### src/hdl/brmr_pkg.sv
// Shared types, constants and helpers for the broadcast ring
`default_nettype none

package brmr_pkg;

    localparam int RING_DEPTH   = 16;
    localparam int READER_SLOTS = 8;
    localparam int WORD_BITS    = 32;

    localparam int PTR_W   = (RING_DEPTH > 1) ? $clog2(RING_DEPTH) : 1;
    localparam int CNT_W   = $clog2(RING_DEPTH + 1);
    localparam int SLOT_W  = (READER_SLOTS > 1) ? $clog2(READER_SLOTS) : 1;
    localparam int TOTAL_W = $clog2(READER_SLOTS + 1);
    localparam int ID_W    = 4;
    localparam int DATA_W  = 32;

    typedef enum logic [1:0] {
        OP_INSERT = 2'd0,
        OP_READ   = 2'd1,
        OP_ADD    = 2'd2
    } op_t;

    localparam logic [1:0] ST_OK    = 2'd0;
    localparam logic [1:0] ST_EMPTY = 2'd1;
    localparam logic [1:0] ST_FULL  = 2'd2;

    typedef struct packed {
        logic             go;
        op_t              op;
        logic [ID_W-1:0]  rid;
        logic [PTR_W-1:0] wr_pos;
    } req_t;

    typedef struct packed {
        logic             rd_hit;
        logic [PTR_W-1:0] rd_addr;
        logic [1:0]       status;
        logic [ID_W-1:0]  new_id;
        logic             ovw;
    } resp_t;

    function automatic logic [PTR_W-1:0] ring_next(input logic [PTR_W-1:0] p);
        if (p == PTR_W'(RING_DEPTH - 1))
        begin
            return '0;
        end
        return p + PTR_W'(1);
    endfunction

endpackage

`default_nettype wire

### src/hdl/broadcast_ring_multi_reader_top.sv
// Top level of the multi-reader broadcast ring
//
// Input channel: in_valid / in_stall with opcode, payload, reader_num.
// An item is taken at a clock edge with in_valid high and in_stall low.
// Opcodes: insert a word, read the next word for a reader, add a reader.
// Output channel: out_valid / out_stall with read_data, status,
// new_reader_id, overwrite; exactly one result item per input item.
// The result passes through pend_reg and the registered ring read, then
// into the output register once it is free. One item is worked at a time;
// the block takes no new item while busy, until its result is loaded.
// The output register lets the next item be taken while a result waits.
// When out_stall holds, the result stays put; once the item behind it is
// taken, in_stall stays high until the output register frees.
// Reset clears the write position, reader count, reader positions and
// unread counts; no clearing pass runs, ring entries are valid once written.
// A read with an unknown id or nothing waiting gives status empty; an add
// with all reader slots taken gives status full and changes nothing.
`default_nettype none

module broadcast_ring_multi_reader_top (
    input  wire logic        clk,
    input  wire logic        rst_n,
    input  wire logic        in_valid,
    output logic             in_stall,
    input  wire logic [1:0]  opcode,
    input  wire logic [31:0] payload,
    input  wire logic [3:0]  reader_num,
    output logic             out_valid,
    input  wire logic        out_stall,
    output logic [31:0]      read_data,
    output logic [1:0]       status,
    output logic [3:0]       new_reader_id,
    output logic             overwrite
);

    typedef enum logic [1:0] {
        S_IDLE = 2'b01,
        S_BUSY = 2'b10
    } state_t;

    state_t                          state_reg;
    state_t                          state_next;
    logic [brmr_pkg::PTR_W-1:0]      write_position_reg;
    logic [brmr_pkg::PTR_W-1:0]      write_position_next;
    brmr_pkg::resp_t                 pend_reg;
    brmr_pkg::req_t                  req;
    brmr_pkg::resp_t                 resp;
    logic [brmr_pkg::WORD_BITS-1:0]  mem_rdata;

    logic                            in_acc;
    logic                            out_free;
    logic                            out_load;
    logic                            mem_we;
    logic                            mem_re;

    logic                            out_valid_reg;
    logic                            out_valid_next;
    logic [31:0]                     read_data_reg;
    logic [1:0]                      status_reg;
    logic [3:0]                      new_reader_id_reg;
    logic                            overwrite_reg;

    assign in_stall = (state_reg != S_IDLE);
    assign in_acc   = in_valid && !in_stall;
    assign out_free = !out_valid_reg || !out_stall;
    assign out_load = (state_reg == S_BUSY) && out_free;

    assign req.go     = in_acc;
    assign req.op     = brmr_pkg::op_t'(opcode);
    assign req.rid    = reader_num;
    assign req.wr_pos = write_position_reg;

    assign mem_we = in_acc && (req.op == brmr_pkg::OP_INSERT);
    assign mem_re = in_acc && resp.rd_hit;

    brmr_reader_bank u_readers (
        .clk   (clk),
        .rst_n (rst_n),
        .req   (req),
        .resp  (resp)
    );

    brmr_ring_ram u_ring (
        .clk   (clk),
        .we    (mem_we),
        .waddr (write_position_reg),
        .wdata (brmr_pkg::WORD_BITS'(payload)),
        .re    (mem_re),
        .raddr (resp.rd_addr),
        .rdata (mem_rdata)
    );

    always_comb
    begin
        write_position_next = write_position_reg;
        if (mem_we)
        begin
            write_position_next = brmr_pkg::ring_next(write_position_reg);
        end
    end

    always_comb
    begin
        state_next = state_reg;
        case (state_reg)
            S_IDLE:
            begin
                if (in_acc)
                begin
                    state_next = S_BUSY;
                end
            end
            S_BUSY:
            begin
                if (out_free)
                begin
                    state_next = S_IDLE;
                end
            end
            default:
            begin
                state_next = S_IDLE;
            end
        endcase
    end

    always_comb
    begin
        if (out_load)
        begin
            out_valid_next = 1'b1;
        end
        else
        begin
            out_valid_next = out_valid_reg && out_stall;
        end
    end

    always_ff @(posedge clk or negedge rst_n)
    begin
        if (!rst_n)
        begin
            state_reg          <= S_IDLE;
            write_position_reg <= '0;
            out_valid_reg      <= 1'b0;
        end
        else
        begin
            state_reg          <= state_next;
            write_position_reg <= write_position_next;
            out_valid_reg      <= out_valid_next;
        end
    end

    always_ff @(posedge clk)
    begin
        if (in_acc)
        begin
            pend_reg <= resp;
        end
    end

    always_ff @(posedge clk)
    begin
        if (out_load)
        begin
            read_data_reg     <= pend_reg.rd_hit ? brmr_pkg::DATA_W'(mem_rdata) : '0;
            status_reg        <= pend_reg.status;
            new_reader_id_reg <= pend_reg.new_id;
            overwrite_reg     <= pend_reg.ovw;
        end
    end

    assign out_valid     = out_valid_reg;
    assign read_data     = read_data_reg;
    assign status        = status_reg;
    assign new_reader_id = new_reader_id_reg;
    assign overwrite     = overwrite_reg;

endmodule

`default_nettype wire

### src/hdl/brmr_ring_ram.sv
// Message ring storage: one write port, one registered read port
`default_nettype none

module brmr_ring_ram (
    input  wire logic                           clk,
    input  wire logic                           we,
    input  wire logic [brmr_pkg::PTR_W-1:0]     waddr,
    input  wire logic [brmr_pkg::WORD_BITS-1:0] wdata,
    input  wire logic                           re,
    input  wire logic [brmr_pkg::PTR_W-1:0]     raddr,
    output logic      [brmr_pkg::WORD_BITS-1:0] rdata
);

    logic [brmr_pkg::WORD_BITS-1:0] mem [brmr_pkg::RING_DEPTH];
    logic [brmr_pkg::WORD_BITS-1:0] rdata_reg;

    always_ff @(posedge clk)
    begin
        if (we)
        begin
            mem[waddr] <= wdata;
        end
    end

    always_ff @(posedge clk)
    begin
        if (re)
        begin
            rdata_reg <= mem[raddr];
        end
    end

    assign rdata = rdata_reg;

endmodule

`default_nettype wire

### src/hdl/brmr_reader_bank.sv
// Per-reader positions and unread counts, updated in parallel per item
`default_nettype none

module brmr_reader_bank (
    input  wire logic            clk,
    input  wire logic            rst_n,
    input  wire brmr_pkg::req_t  req,
    output brmr_pkg::resp_t      resp
);

    logic [brmr_pkg::PTR_W-1:0]   pos_reg    [brmr_pkg::READER_SLOTS];
    logic [brmr_pkg::PTR_W-1:0]   pos_next   [brmr_pkg::READER_SLOTS];
    logic [brmr_pkg::CNT_W-1:0]   unread_reg [brmr_pkg::READER_SLOTS];
    logic [brmr_pkg::CNT_W-1:0]   unread_next[brmr_pkg::READER_SLOTS];
    logic [brmr_pkg::TOTAL_W-1:0] total_reg;
    logic [brmr_pkg::TOTAL_W-1:0] total_next;

    logic                         rid_ok;
    logic [brmr_pkg::ID_W-1:0]    rid_m1;
    logic [brmr_pkg::SLOT_W-1:0]  rslot;
    logic [brmr_pkg::SLOT_W-1:0]  tslot;

    assign rid_ok = (req.rid != '0) &&
                    (req.rid <= brmr_pkg::ID_W'(total_reg));
    assign rid_m1 = req.rid - brmr_pkg::ID_W'(1);
    assign rslot  = rid_m1[brmr_pkg::SLOT_W-1:0];
    assign tslot  = total_reg[brmr_pkg::SLOT_W-1:0];

    always_comb
    begin
        pos_next    = pos_reg;
        unread_next = unread_reg;
        total_next  = total_reg;
        resp        = '0;
        case (req.op)
            brmr_pkg::OP_INSERT:
            begin
                for (int i = 0; i < brmr_pkg::READER_SLOTS; i++)
                begin
                    if (brmr_pkg::TOTAL_W'(i) < total_reg)
                    begin
                        if (unread_reg[i] == brmr_pkg::CNT_W'(brmr_pkg::RING_DEPTH))
                        begin
                            pos_next[i] = brmr_pkg::ring_next(pos_reg[i]);
                            resp.ovw    = 1'b1;
                        end
                        else
                        begin
                            unread_next[i] = unread_reg[i] + brmr_pkg::CNT_W'(1);
                        end
                    end
                end
            end
            brmr_pkg::OP_READ:
            begin
                resp.rd_addr = pos_reg[rslot];
                if (rid_ok && (unread_reg[rslot] != '0))
                begin
                    resp.rd_hit        = 1'b1;
                    pos_next[rslot]    = brmr_pkg::ring_next(pos_reg[rslot]);
                    unread_next[rslot] = unread_reg[rslot] - brmr_pkg::CNT_W'(1);
                end
                else
                begin
                    resp.status = brmr_pkg::ST_EMPTY;
                end
            end
            brmr_pkg::OP_ADD:
            begin
                if (total_reg == brmr_pkg::TOTAL_W'(brmr_pkg::READER_SLOTS))
                begin
                    resp.status = brmr_pkg::ST_FULL;
                end
                else
                begin
                    pos_next[tslot]    = req.wr_pos;
                    unread_next[tslot] = '0;
                    total_next         = total_reg + brmr_pkg::TOTAL_W'(1);
                    resp.new_id        = brmr_pkg::ID_W'(total_next);
                end
            end
            default:
            begin
            end
        endcase
    end

    always_ff @(posedge clk or negedge rst_n)
    begin
        if (!rst_n)
        begin
            for (int i = 0; i < brmr_pkg::READER_SLOTS; i++)
            begin
                pos_reg[i]    <= '0;
                unread_reg[i] <= '0;
            end
            total_reg <= '0;
        end
        else if (req.go)
        begin
            pos_reg    <= pos_next;
            unread_reg <= unread_next;
            total_reg  <= total_next;
        end
    end

endmodule

`default_nettype wire

### config.mk
export PLATFORM = sky130hd
export DESIGN_NAME = broadcast_ring_multi_reader_top
export DESIGN_NICKNAME = d
export VERILOG_FILES = /design/src/hdl/brmr_pkg.sv /design/src/hdl/broadcast_ring_multi_reader_top.sv /design/src/hdl/brmr_ring_ram.sv /design/src/hdl/brmr_reader_bank.sv
export SDC_FILE = /design/constraint.sdc
export NUM_CORES = 1
export LEC_CHECK = 0
export BUFFER_PORTS_ARGS = -buffer_cell sky130_fd_sc_hd__buf_2
export CAP_MARGIN = 20
export CORE_UTILIZATION = 55
export DETAILED_ROUTE_END_ITERATION = 8
export PLACE_DENSITY = 0.69
export RECOVER_POWER = 50
export SYNTH_ARGS = -nofsm -noshare
export SYNTH_HDL_FRONTEND = slang
export SYNTH_HIERARCHICAL = 1
export SYNTH_SLANG_ARGS = --single-unit
### constraint.sdc
create_clock -name clk -period 8.55 [get_ports clk]
set_input_delay 1.2825 -clock clk [delete_from_list [all_inputs] [get_ports clk]]
set_output_delay 1.2825 -clock clk [all_outputs]
set_load 0.02 [all_outputs]
======== Yosys cells after proc, flatten, opt, wreduce, memory -nomap -nowiden ========
Memory sizes are Yosys's and may differ from the RTL's. A register that Yosys moved wholly into a read port is not among the register bits.
Cells that the tools add are included.
word-level totals
  register bits after elaboration ......... 130
  memory bits (writable) .................. 512
  bits of input ports ..................... 42
  output and inout bits ................... 41
  word-level logic and storage cells ...... 299
  memories ................................ 1
operators by class
  $add $sub $neg .......................... 21
  order comparisons ....................... 13
  equality and inequality tests ........... 52
  mux-type cells .......................... 142
  bitwise logic cells ..................... 6
  reduce and logical (&&, ||, !) cells .... 36
memory list
  memory      words  width  rd ports  clocked after Yosys merged registers in  wr ports  line                 RTL
  u_ring.mem  16     32     1         1                                        1         brmr_ring_ram.sv:14  logic [brmr_pkg::WORD_BITS-1:0] mem [brmr_pkg::RING_DEPTH];
operator list
  operator             number
  $mux 4               42
  $pmux 40 s3          1
  $mux 5               21
  $pmux 32 s3          1
  $reduce_and 6->1     16
  $mux 40              2
  $bwmux 32            2
  $mux 32              2
  $mux 1               59
  $add 4x1->4 const B  11
  $eq 4x4->1 const B   11
  $add 5x1->5 const B  8
  $and 40x40->40       1
  $bwmux 40            1
  $eq 5x5->1 const B   8
  $not 40->40          1
  $ne 2x1->1 const B   18
  $demux 5 s3          2
  $demux 4 s3          2
  $ne 2x2->1 const B   11
  $lt 3x4->1 const A   4
  $bmux 5 s3           1
  $bmux 4 s3           1
  $logic_and 1x1->1    9
  22 further kinds     35

======== Depth between registers and ports, before layout ========
  word-level depth ........................ 18
  gate-level depth with buffers ........... 16
  mapped depth without buffers ............ 12

======== Modules after synthesis ========
Netlist, hierarchy kept.
modules (own cells, without submodules)
  module                           instances  cells each  area each (µm²)  seq. area each (µm²)
  brmr_ring_ram                    1          838         20155.6          16335.7
  brmr_reader_bank                 1          958         7689.9           1901.8
  broadcast_ring_multi_reader_top  1          112         1970.6           1587.8

======== Least setup slack after synthesis ========
OpenSTA, ideal clock, no wires.
  path kind ............................... input to register
  from .................................... input port in_valid
  to ...................................... memory u_ring/mem[0][0] (netlist name), enable pin
  library setup time ...................... 461 ps
  arrival time ............................ 4304 ps
  data required time ...................... 8089 ps
  path slack .............................. 3785 ps
  stages .................................. 4
  buffers on the path ..................... 0
  cell sequence ........................... nand3b_4 > nor3_4 > or3b_2 > nor3_1
between the ends
  cells in the longest elaborated chain, start to end .. 4
ends and longest elaborated chain
  item                          line                                   RTL
  start, declared               broadcast_ring_multi_reader_top.sv:23  input wire logic in_valid,
  $logic_and 1x1->1             broadcast_ring_multi_reader_top.sv:64  assign in_acc = in_valid && !in_stall;
  $logic_and 1x1->1             broadcast_ring_multi_reader_top.sv:73  assign mem_we = in_acc && (req.op == brmr_pkg::OP_INSERT);
  named net mem_we              broadcast_ring_multi_reader_top.sv:53  logic mem_we;
  $mux 1                        brmr_ring_ram.sv:19                    if (we)
  $mux 1 (implied by the code)  brmr_ring_ram.sv:21                    mem[waddr] <= wdata;
  end, declared                 brmr_ring_ram.sv:14
The timed path passes the listed nets, and every way through them passes these cells.

======== Final worst setup path ========
  from .................................... input port reader_num[0]
  to ...................................... register u_readers/unread_reg[20] (netlist name)
between the ends
  cells in the longest elaborated chain, start to end .. 9
  elaborated cells between the ends (all ways) .. 21
  classes of those cells .................. add/sub (2); order compare (3); eq/ne (1); mux (8); bitwise (1); reduce/logical (6)
ends and longest elaborated chain
  item                                                               line                                            RTL
  start, declared                                                    broadcast_ring_multi_reader_top.sv:27           input wire logic [3:0] reader_num,
  $sub 3x1->3                                                        brmr_reader_bank.sv:25                          assign rid_m1 = req.rid - brmr_pkg::ID_W'(1);
  $not 3->4 (implied by the code)                                    brmr_reader_bank.sv:57, brmr_reader_bank.sv:61
  $bmux 5 s3, or another cell as far along                           brmr_reader_bank.sv:57, brmr_reader_bank.sv:61
  $mux 5 (implied by the code) or $logic_and 1x1->1 (tied branches)  brmr_reader_bank.sv:57, brmr_reader_bank.sv:61
  $mux 5 (on tied branches)                                          brmr_reader_bank.sv:57, brmr_reader_bank.sv:61
  $sub 5x1->5, or another cell as far along                          brmr_reader_bank.sv:61                          unread_next[rslot] = unread_reg[rslot] - brmr_pkg::CNT_W'(1);
  $bwmux 40 or $logic_and 1x1->1 (tied branches)                     brmr_reader_bank.sv:61, brmr_reader_bank.sv:57
  $mux 40 or $ne 2x1->1 (tied branches)                              n/a
  $pmux 40 s3 or $reduce_and 6->1 (tied branches)                    n/a
  end signal, assigned                                               brmr_reader_bank.sv:102                         unread_reg <= unread_next;
  end, declared                                                      brmr_reader_bank.sv:13                          logic [brmr_pkg::CNT_W-1:0] unread_reg [brmr_pkg::READER_SLOTS];
Several ways; a longest one is shown, not always the timed one. The select of a mux whose other input is x is not followed.
A chain may end at the register's enable or synchronous reset.

==> metrics.txt <==
Fmax=roughly 0.17 GHz; final worst path period share=slightly below 70%; fraction of registers with async set or reset after synthesis=between 10% and 20%; Seq pwr share=47.7%; number of iterations in the first detailed-routing pass=5; Area Overhead vs Synth=11.5%; Syn Nets=around 2000; CP max-delay cell=ha_1; fin util=62.6%; Post-Syn Instances=between 1500 and 2000; CP Class=in -> reg; Final Setup Violations=0; dominant cell type by area after synthesis=edfxtp_1; xor-xnor portion of the synthesized cell area=0.457%; Leak=between 0.01 and 0.015 uW; Switching Fraction=28.4%; Synth Area in Adders=1.64%; drc violations=0; Via density=between 6 and 7; DP Wirelength=41700 um; GRT overflow=0; first-pass GRT wire length=111000 um; vias in the first global route=17700; Hold Fails Final Rpt=0; VDD IR max=~230 uV; DP Area=approximately 31000 um2; Clock Skew=approximately 0.029 ns; Max Slew Vio Count=approximately 130; Die H=approximately 230 um; CTS tree=done; CP peak stage delay=around 0.75 ns; Worst Hold Class=reg -> reg; Reg clk slew, reported paths=about 0.060 ns; # rows=84; Setup TNS Final=0 ns; port buffer count=slightly above 80; Post-synth EDFFs=between 500 and 600; #FFs+latches synth=roughly 670; Synth Warn #=6; Clock Power Share=roughly a third; most frequent cells in the layout=591 x edfxtp_1, 136 x mux4_2, 126 x nand2_1, 82 x dfrtp_1; final instance area=between 30000 and 40000 um2; routability cong.=between 0.9 and 1; worst-margin pin slew=just under 3 ns; final antenna-violating net count=0; critical-path maximum fanout=34; Fillers=approximately 3800; CP top delay family=buffers and inverters; crit path buf inv count=4; main combinational cell family by area after synthesis=multiplexers; Startpoint Class=input pin; Die X=235 um; Total Wirelength=between 70000 and 80000 um; CTS Buf Count=69; fin crit period=about 5.8 ns; Rel. slew slack=-96.4%; Iter 0 DRT Violations=roughly 2200; Avg Inst Size Synth=~16 um2; drt wl/cell=27.0 um; Req. time, crit path=between 9 and 10 ns; Primary FF master, synth=edfxtp_1; status=complete, but fails checks; All-Layer GR Usage=approximately 27%; max-cap violations=3; net switching power=roughly 2400 uW; routed vias=around 18000; initial antenna violation count=3; Worst EP arrival=6.33 ns; RSZ-0062 raised after global routing=false; simple logic cell fraction of the synthesized area=under 10%; Bufs on Longest Clock Path=3; complex-gate fraction of the synthesized area=9.15%; Core Region=about 53000 um2; Skew-Pair Late Insertion Delay=approximately 0.62 ns; Crit. End Element=register; main area contributors after synthesis=edfxtp_1 60%, mux4_2 10%, dfrtp_1 6.9%; Final #Nets=roughly 2100; root buffer cell=clkbuf_16; # hold bufs at CTS=0; largest net degree at the start of global routing=~130; clock sink count=approximately 670; PD cells=between 200 and 300 nW/um2; Mapped Area=29800 um2; register area share after synthesis=66.5%; PostCTS Resize Cnt=0; I/O pins=83; cells along the critical path=buf_2, inv_2, ha_1, buf_4, nor2b_1, o211ai_1, nand4_1, ha_1, o211a_2, a211oi_4, buf_4, and2_0, o21ai_0, a22o_1; internal cell power=approximately 6100 uW; max reg flops=about 510; Initial Util=approximately 56%; mux contribution to synthesized area=between 10 and 15%; setup bufs post-CTS=0; Distinct cells, synth=approximately 90; post-synth top area share=around three fifths; failing checks=capacitance limit, slew limit; commonest non-fill, non-tap cell in the layout=edfxtp_1; power share of the combinational group=between 10% and 20%; layout cells sized above 1=18.9%; H-tree Lvls=3; DIE AREA=55100 um2
Yosys cell counts (17+ instances only):
cell type  count
edfxtp_1     591
mux4_2       136
nand2_1      126
dfrtp_1       82
a21oi_1       77
nor2_1        74
o21ai_0       74
a22oi_1       68
clkbuf_1      62
and2_1        49
nand3_1       45
mux2i_1       44
ha_1          39
inv_1         35
nor3_1        34
a31oi_1       21
buf_1         18
buf_2         17
mux2_2        17
path summary, 6_finish.rpt:
| path | start | endpoint | slack, ns | cells after the start |
|---|---|---|---|---|
| worst max register to register | u_readers/total_reg[1]$_DFFE_PN0P_ | u_readers/unread_reg[20]$_DFFE_PN0P_ | 4.41 | 10 |
| min in group asynchronous | rst_n | u_readers/unread_reg[11]$_DFFE_PN0P_ | 1.51 | 1 |
| worst min-delay path | pend_reg[0]$_DFFE_PP_ | overwrite$_DFFE_PP_ | 0.42 | 0 |
| max in group asynchronous | rst_n | u_readers/pos_reg[24]$_DFFE_PN0P_ | 3.61 | 2 |
| worst max-delay path | reader_num[0] | u_readers/unread_reg[20]$_DFFE_PN0P_ | 2.72 | 14 |
| worst min register to register | pend_reg[0]$_DFFE_PP_ | overwrite$_DFFE_PP_ | 0.42 | 0 |
kinds of logic after synthesis:
| logic type | after synthesis |
|---|---|
| flip-flops | 674 |
| AND/OR/NAND/NOR | 437 |
| AO/OA/AOI/OAI | 393 |
| multiplexers | 199 |
| buffers and inverters | 153 |
| adder cells (fa/ha/maj) | 39 |
| XOR/XNOR | 13 |
layout make-up:
type	instances	area, um2	share of cell area, %
antenna	2	5.00	0.0151
clock buffer	88	1820	5.47
clock inverter	32	375	1.13
inverter	39	146	0.441
multi-input combinational	1081	9480	28.5
sequential	674	19800	59.7
tap	688	861	2.59
timing repair buffer	122	721	2.17
stage by stage:
| step | std cells | power (uW) | hold slack [ns] | setup WS, ns |
|---|---|---|---|---|
| 5_1_grt | 2725 | 8880 | 0.421 | 2.48 |
| 6_report | 2726 | 8550 | 0.416 | 2.72 |
| 3_5_place_dp | 2602 | 5650 | 0.406 | 1.95 |
| 4_1_cts | 2722 | 8570 | 0.419 | 2.59 |
| 2_1_floorplan | 1908 | 5130 | 0.400 | 3.79 |
| 3_3_place_gp | 2602 | 5600 | 0.405 | 2.16 |
layer usage:
| layer | wire, um | GRT usage [%] | vias to the layer above |
|---|---|---|---|
| met4 | 2370 | 9.31 | 4 |
| met2 | 35100 | 43.3 | 874 |
| met3 | 5680 | 4.59 | 187 |
| met1 | 30500 | 37.8 | 9196 |
| li1 | - | - | 7797 |
| met5 | 21 | 0 | - |
power groups by stage:
stage,combinational (uW),sequential [uW],clock [uW]
6_report,1540,4080,2940
5_1_grt,1680,4100,3110
4_1_cts,1530,4060,2980
3_5_place_dp,1520,4120,0
3_3_place_gp,1480,4120,0
2_1_floorplan,1100,4020,0
Power figures use the tool's default switching activity.
